`src/design/pps_pkg.sv`:
```
// Shared types and constants for the preemptive priority scheduler.
// Standalone package; no dependencies.
package pps_pkg;

  localparam int TIME_W = 24;
  localparam logic [TIME_W-1:0] TIME_MAX = {TIME_W{1'b1}};

  localparam logic OP_LOAD = 1'b0;
  localparam logic OP_TICK = 1'b1;

  // One table row as held in the process memory.
  typedef struct packed {
    logic [15:0] arrival;
    logic [15:0] burst;
    logic [7:0]  prio;
    logic [15:0] remaining;
  } pps_entry_t;

  // Input payload; last field in the lowest bits.
  typedef struct packed {
    logic [7:0]  priority_level;
    logic [15:0] burst_time;
    logic [15:0] arrival_time;
    logic [3:0]  entry_index;
  } pps_in_t;

  // Result payload; last field in the lowest bits.
  typedef struct packed {
    logic [TIME_W-1:0] current_time;
    logic              all_done;
    logic [TIME_W-1:0] waiting;
    logic [TIME_W-1:0] turnaround;
    logic [TIME_W-1:0] completion_time;
    logic              finished;
    logic [3:0]        ran_index;
    logic              ran_valid;
  } pps_result_t;

endpackage

```
`src/design/preemptive_priority_scheduler_top.sv`:
```
// Preemptive priority scheduler, top level: process memory, scan engine, result register.
// Depends on pps_pkg.
//
//  Channel | Direction | Handshake          | Payload
//  --------+-----------+--------------------+-------------------------------------------
//  in_     | slave     | in_tvalid/tready   | tuser: operation; tdata: index,arr,burst,prio
//  out_    | master    | out_tvalid/tready  | tdata: result fields, see port comment
//  cfg_    | slave     | cfg_valid/ready    | cfg_data: process_count
//
// Sequence: a transaction (load or tick) is accepted only when idle; it then passes the scan,
//   calc and emit states, and the next one is taken once its result is registered. The
//   process memory, with one write port and a registered read, is scanned one entry per cycle.
// Reset: rst_n, synchronous. Pending bits of all rows clear at once; no clearing pass.
// Stalls: a result waits in the output register; the next input transaction is taken
//   meanwhile and the block holds before emitting only if that register is still full.
module preemptive_priority_scheduler_top
  import pps_pkg::*;
#(
  parameter int MAX_PROCESSES = 16
) (
  input  logic         clk,
  input  logic         rst_n,
  // input transaction
  input  logic         in_tvalid,
  output logic         in_tready,
  input  logic         in_tuser,   // [0] operation
  input  logic [47:0]  in_tdata,   // [3:0] entry_index, [19:4] arrival_time,
                                   // [35:20] burst_time, [43:36] priority_level
  // result transaction
  output logic         out_tvalid,
  input  logic         out_tready,
  output logic [103:0] out_tdata,  // [0] ran_valid, [4:1] ran_index, [5] finished,
                                   // [29:6] completion_time, [53:30] turnaround,
                                   // [77:54] waiting, [78] all_done, [102:79] current_time
  // configuration
  input  logic         cfg_valid,
  output logic         cfg_ready,
  input  logic [4:0]   cfg_data     // process_count
);

  localparam int IDX_W = $clog2(MAX_PROCESSES);
  localparam int CNT_W = $clog2(MAX_PROCESSES + 1);

  localparam logic [1:0] ST_IDLE = 2'd0;
  localparam logic [1:0] ST_SCAN = 2'd1;
  localparam logic [1:0] ST_CALC = 2'd2;
  localparam logic [1:0] ST_EMIT = 2'd3;

  pps_in_t in_item;
  assign in_item = pps_in_t'(in_tdata[$bits(pps_in_t)-1:0]);

  // ---------------------------------------------------------------------------
  // Configuration: clamp count to table size on write.
  // ---------------------------------------------------------------------------
  logic [CNT_W-1:0] cnt_r;

  assign cfg_ready = 1'b1;

  always_ff @(posedge clk) begin
    if (!rst_n) begin
      cnt_r <= '0;
    end else if (cfg_valid && cfg_ready) begin
      if (32'(cfg_data) > 32'(MAX_PROCESSES))
        cnt_r <= CNT_W'(MAX_PROCESSES);
      else
        cnt_r <= CNT_W'(cfg_data);
    end
  end

  // ---------------------------------------------------------------------------
  // Control and scan state
  // ---------------------------------------------------------------------------
  logic [1:0]        state_r;
  logic              op_r;
  logic [CNT_W-1:0]  scan_r;
  logic              rd_vld_r;
  logic [1:0]        pcnt_r;      // pending rows seen, saturates at 2
  logic              have_r;
  logic [IDX_W-1:0]  best_idx_r;
  pps_entry_t        best_r;
  logic [TIME_W-1:0] time_r;
  logic [TIME_W-1:0] ct_r;        // time after this tick, saturated
  logic [TIME_W-1:0] tat_r;
  logic              fin_r;
  logic              out_valid_r;
  pps_result_t       out_data_r;

  // Process memory and its pending bits (pending == remaining != 0).
  pps_entry_t             mem [MAX_PROCESSES];
  pps_entry_t             rd_entry_r;
  logic [MAX_PROCESSES-1:0] pend_r;
  logic                   rd_pend_r;

  logic             in_acc;
  logic             load_ok;
  logic [IDX_W-1:0] load_addr;
  logic             scan_more;
  logic [IDX_W-1:0] rd_addr;
  logic             mem_we;
  logic [IDX_W-1:0] mem_wa;
  pps_entry_t       mem_wd;
  logic             calc_we;
  logic             out_free;
  logic             better;
  pps_entry_t       load_entry;

  assign in_tready = (state_r == ST_IDLE);
  assign in_acc    = in_tvalid && in_tready;
  assign load_ok   = ({28'd0, in_item.entry_index} < 32'(MAX_PROCESSES));
  assign load_addr = IDX_W'({28'd0, in_item.entry_index});
  assign scan_more = (scan_r < cnt_r);
  assign rd_addr   = scan_more ? scan_r[IDX_W-1:0] : '0;
  assign calc_we   = (state_r == ST_CALC) && (op_r == OP_TICK) && have_r;
  assign out_free  = !out_valid_r || out_tready;

  always_comb begin
    load_entry.arrival   = in_item.arrival_time;
    load_entry.burst     = in_item.burst_time;
    load_entry.prio      = in_item.priority_level;
    load_entry.remaining = in_item.burst_time;
  end

  // One write port: either a load at accept or the tick write-back.
  always_comb begin
    mem_we = 1'b0;
    mem_wa = load_addr;
    mem_wd = load_entry;
    if (in_acc && (in_tuser == OP_LOAD) && load_ok) begin
      mem_we = 1'b1;
    end else if (calc_we) begin
      mem_we           = 1'b1;
      mem_wa           = best_idx_r;
      mem_wd           = best_r;
      mem_wd.remaining = best_r.remaining - 16'd1;
    end
  end

  always_ff @(posedge clk) begin
    if (mem_we)
      mem[mem_wa] <= mem_wd;
    rd_entry_r <= mem[rd_addr];
    rd_pend_r  <= pend_r[rd_addr];
  end

  always_ff @(posedge clk) begin
    if (!rst_n) begin
      pend_r <= '0;
    end else if (mem_we) begin
      pend_r[mem_wa] <= (mem_wd.remaining != 16'd0);
    end
  end

  // Candidate beats current best: lower priority number, then earlier arrival.
  always_comb begin
    better = !have_r
          || (rd_entry_r.prio < best_r.prio)
          || ((rd_entry_r.prio == best_r.prio) && (rd_entry_r.arrival < best_r.arrival));
  end

  // ---------------------------------------------------------------------------
  // Result valid: set when the emit step loads the register, cleared on handoff.
  // ---------------------------------------------------------------------------
  always_ff @(posedge clk) begin
    if (!rst_n) begin
      out_valid_r <= 1'b0;
    end else if ((state_r == ST_EMIT) && out_free) begin
      out_valid_r <= 1'b1;
    end else if (out_tready) begin
      out_valid_r <= 1'b0;
    end
  end

  // ---------------------------------------------------------------------------
  // Sequencer
  // ---------------------------------------------------------------------------
  always_ff @(posedge clk) begin
    if (!rst_n) begin
      state_r     <= ST_IDLE;
      op_r        <= OP_LOAD;
      scan_r      <= '0;
      rd_vld_r    <= 1'b0;
      pcnt_r      <= '0;
      have_r      <= 1'b0;
      time_r      <= '0;
      fin_r       <= 1'b0;
    end else begin
      unique case (state_r)
        ST_IDLE: begin
          if (in_acc) begin
            op_r     <= in_tuser;
            scan_r   <= '0;
            rd_vld_r <= 1'b0;
            pcnt_r   <= '0;
            have_r   <= 1'b0;
            fin_r    <= 1'b0;
            ct_r     <= (time_r == TIME_MAX) ? TIME_MAX : time_r + TIME_W'(1);
            state_r  <= ST_SCAN;
          end
        end

        ST_SCAN: begin
          rd_vld_r <= scan_more;
          if (scan_more)
            scan_r <= scan_r + CNT_W'(1);
          if (rd_vld_r && rd_pend_r) begin
            if (pcnt_r != 2'd2)
              pcnt_r <= pcnt_r + 2'd1;
            if ((op_r == OP_TICK) && ({8'd0, rd_entry_r.arrival} <= time_r) && better) begin
              have_r     <= 1'b1;
              best_idx_r <= IDX_W'(scan_r - CNT_W'(1));
              best_r     <= rd_entry_r;
            end
          end
          if (!scan_more && !rd_vld_r)
            state_r <= ST_CALC;
        end

        ST_CALC: begin
          // remaining write-back happens through the memory port above
          fin_r <= calc_we && (best_r.remaining == 16'd1);
          tat_r <= ct_r - {8'd0, best_r.arrival};
          if (op_r == OP_TICK)
            time_r <= ct_r;
          state_r <= ST_EMIT;
        end

        ST_EMIT: begin
          if (out_free) begin
            out_data_r.ran_valid       <= have_r;
            out_data_r.ran_index       <= have_r ? 4'(best_idx_r) : 4'd0;
            out_data_r.finished        <= fin_r;
            out_data_r.completion_time <= fin_r ? time_r : '0;
            out_data_r.turnaround      <= fin_r ? tat_r : '0;
            if (fin_r && (tat_r >= {8'd0, best_r.burst}))
              out_data_r.waiting <= tat_r - {8'd0, best_r.burst};
            else
              out_data_r.waiting <= '0;
            out_data_r.all_done        <= (pcnt_r == 2'd0) || ((pcnt_r == 2'd1) && fin_r);
            out_data_r.current_time    <= time_r;
            state_r                    <= ST_IDLE;
          end
        end

        default: state_r <= ST_IDLE;
      endcase
    end
  end

  assign out_tvalid = out_valid_r;
  assign out_tdata  = {1'b0, out_data_r};

endmodule
```
`config.mk`:
```
export PLATFORM = sky130hd
export DESIGN_NAME = preemptive_priority_scheduler_top
export DESIGN_NICKNAME = d
export VERILOG_FILES = /design/src/design/pps_pkg.sv /design/src/design/preemptive_priority_scheduler_top.sv
export SDC_FILE = /design/constraint.sdc
export NUM_CORES = 2
export LEC_CHECK = 0
export BUFFER_PORTS_ARGS = -buffer_cell sky130_fd_sc_hd__buf_2
export CORE_MARGIN = 5
export CORE_UTILIZATION = 62
export CTS_CLUSTER_DIAMETER = 150
export DETAILED_ROUTE_END_ITERATION = 10
export PLACE_DENSITY = 0.8
export SLEW_MARGIN = 40
export SYNTH_ARGS = -nofsm -noshare
export SYNTH_HDL_FRONTEND = slang
export SYNTH_SLANG_ARGS = --single-unit
```
`constraint.sdc`:
```
create_clock -name clk -period 15.2 [get_ports clk]
set_input_delay 1.52 -clock clk [delete_from_list [all_inputs] [get_ports clk]]
set_output_delay 1.52 -clock clk [all_outputs]
set_load 0.02 [all_outputs]
```
==> run metrics <==
number of buffers added by the clock tree synthesis step 115; slew at the pin closest to its max-slew limit 0.867 ns; cell at the root of the clock tree sky130_fd_sc_hd__clkbuf_16; Longest Clk Path Bufs 3; RSZ-0062 raised after global routing no; Area Overhead vs Synth 13.6%; Hold Crit Class reg2reg; WL per Instance 27.3 µm; cell chain of the critical path buf_2, nand3b_1, nand3_4, buf_6, o21ai_0, or4_1, nor4_4, buf_4, a21oi_1; number of instances in the synthesized netlist 3138; nature of the critical path startpoint input port; global router's overall resource usage 0.282; Crit Path Category in2reg; Final HPWL DP 73.5 mm; standby leakage power 18.3 nW; data required time at the worst endpoint 15.72 ns; Worst-Skew Late Latency 0.72 ns; Cell Count Post-Placement 4283; number of buffer and inverter instances along the worst setup path 3; setup TNS 0 ns; Total Routed Length 123 mm; maximum fanout along the worst path 71; Worst Reg2Reg Path Length in Cells 8; Overall Power 7.29 mW; first-pass GRT wire length 181 mm; num ports 166; arrival time reported for the critical path endpoint 4.83 ns; die outline height 293 µm; post-cts sizing count 0; maximum number of pins on one net before global-route repair 86; Final Cycle Share 0.284; final number of max-transition violations 0; number of nets in the layout 3505; slowest stage cell, crit path sky130_fd_sc_hd__buf_6; Via density 6.47; CTS H-Tree Depth 3; vias in the first global route 29237; min Tclk post-route 4.32 ns; effective utilization at floorplan 0.627; width of the die 293 µm; outcome complete, no violations; core region area 0.0793 mm²; Total Die Area 0.0859 mm²; number of placement rows 103; synthesized cell area 0.0497 mm²; Layout Cells excl Fill 4511; path length in cells of the critical path 9; Post-Syn Nets 3286; max-cap violations 0; power density over cell area 129 mW/mm²; Highest Clock Rate 232 MHz; average cell area after synthesis 15.8 µm²; TritonCTS clock tree built; clock slew at reported path FFs 0.06 ns; I/O Buffers 159; Post-synth EDFFs 1107; flip-flop cell with the highest count after synthesis sky130_fd_sc_hd__edfxtp_1; cts hold-fix bufs 0; routed via count 29189; final antenna-violating net count 0; total of flip-flops plus latches after synthesis 1223; CP Capture Type register; Distinct cells, synth 73; worst slack at placement 9.90 ns; DRC violation total after the first TritonRoute iteration 3440; Final Setup Violations 0; setup fix buffers added after clock tree synthesis 0; fraction of layout instances using a drive strength above 1 0.164; worst clock skew 0.0460 ns; normalized max-slew margin 0.422; number of design rule violations left after detail routing 0; portion of the post-synthesis area used by sequential elements 0.716; number of detailed-route iterations in the first pass 7; Peak supply drop 0.120 mV; residual overflow from global routing 0; routability cong. 0.944; final-report hold violation count 0; category of cells accounting for the largest share of critical-path delay simple AND/OR/NAND/NOR gates; clock tree sinks 1223; count of synthesis-stage warnings from yosys 0; setup ws final 10.88 ns; antenna violations before repair 5; Max stage delay on crit path 0.65 ns; number of instances on the worst hold path 0; share of async-settable or async-resettable flops after synthesis 0
report_power, final:
part           internal [mW]  switching [mW]
combinational          0.180           0.359
clock                   1.71            1.24
sequential              3.76          0.0512
total                   5.65            1.65
sequential cells by signal (all words and copies together), names as in the netlist, 2 cells and up:
register and cells:
rd_entry_r 56, cnt_r 5, time_r 24, scan_r 5, pcnt_r 2, ct_r 24, best_r 56, tat_r 24
best_idx_r 4, pend_r 16, out_tdata 103, state_r 2, mem 896
synth_stat cells, drive strengths merged (58+ instances only):
master | n | area [µm²]
o22ai | 58 | 363
nor2 | 92 | 345
clkbuf | 70 | 264
ha | 87 | 1090
mux2i | 460 | 4600
a22oi | 59 | 443
o21ai | 156 | 781
a21oi | 151 | 756
buf | 78 | 440
dfxtp | 116 | 2320
nand2 | 174 | 653
inv | 85 | 319
edfxtp | 1107 | 33200
placed cells by master (no fill, tap or decap), types with 74 or more instances in the layout:
master / instances
sky130_fd_sc_hd__a21oi_1: 150
sky130_fd_sc_hd__nor2_1: 74
sky130_fd_sc_hd__clkbuf_16: 117
sky130_fd_sc_hd__nand2_1: 171
sky130_fd_sc_hd__o21ai_0: 125
sky130_fd_sc_hd__buf_2: 159
sky130_fd_sc_hd__mux2i_1: 460
sky130_fd_sc_hd__ha_1: 87
sky130_fd_sc_hd__dfxtp_1: 116
sky130_fd_sc_hd__inv_1: 85
sky130_fd_sc_hd__edfxtp_1: 1107
final cells by class:
type / count / area [µm²]
sequential: 1223 / 35600
fill: 4761 / 22800
multi-input combinational: 1681 / 13500
clock buffer: 162 / 3220
timing repair buffer: 250 / 1820
tap: 1050 / 1310
clock inverter: 57 / 734
inverter: 86 / 328
antenna: 2 / 5.00
final timing paths:
kind,start,to,slack [ns]
max,in_tuser,pend_r[11],10.88
min,rd_entry_r[34],best_r[34],0.40
max reg2reg,best_r[55],best_r[1],10.90
min reg2reg,rd_entry_r[34],best_r[34],0.40
per-layer routing:
layer  track usage  share of wire  up-vias
met5             0        0.00011        -
met4         0.118          0.047        2
met3        0.0614           0.11      371
met2         0.460           0.48     1911
met1         0.372           0.36    14340
li1              -              -    12565
through the flow:
| stage | hold slack, ns | utilization | area (µm²) |
|---|---|---|---|
| floorplan | 0.386 | - | 49700 |
| global placement | 0.386 | 0.654 | 51800 |
| detailed placement | 0.389 | 0.660 | 52300 |
| CTS | 0.392 | 0.710 | 56200 |
| global route | 0.409 | 0.712 | 56400 |
| finish | 0.397 | 0.712 | 56400 |
kinds of logic after synthesis:
kind of cell / after synthesis / synth area share
flops: 1223 / 0.716
xor+xnor: 65 / 0.0115
mux: 519 / 0.119
other cells: 2 / 0.000151
compound gates: 521 / 0.0625
fa+ha+maj: 89 / 0.0227
buf+inv: 234 / 0.0207
simple gates: 485 / 0.0480
(Power assumes the default switching activity.)
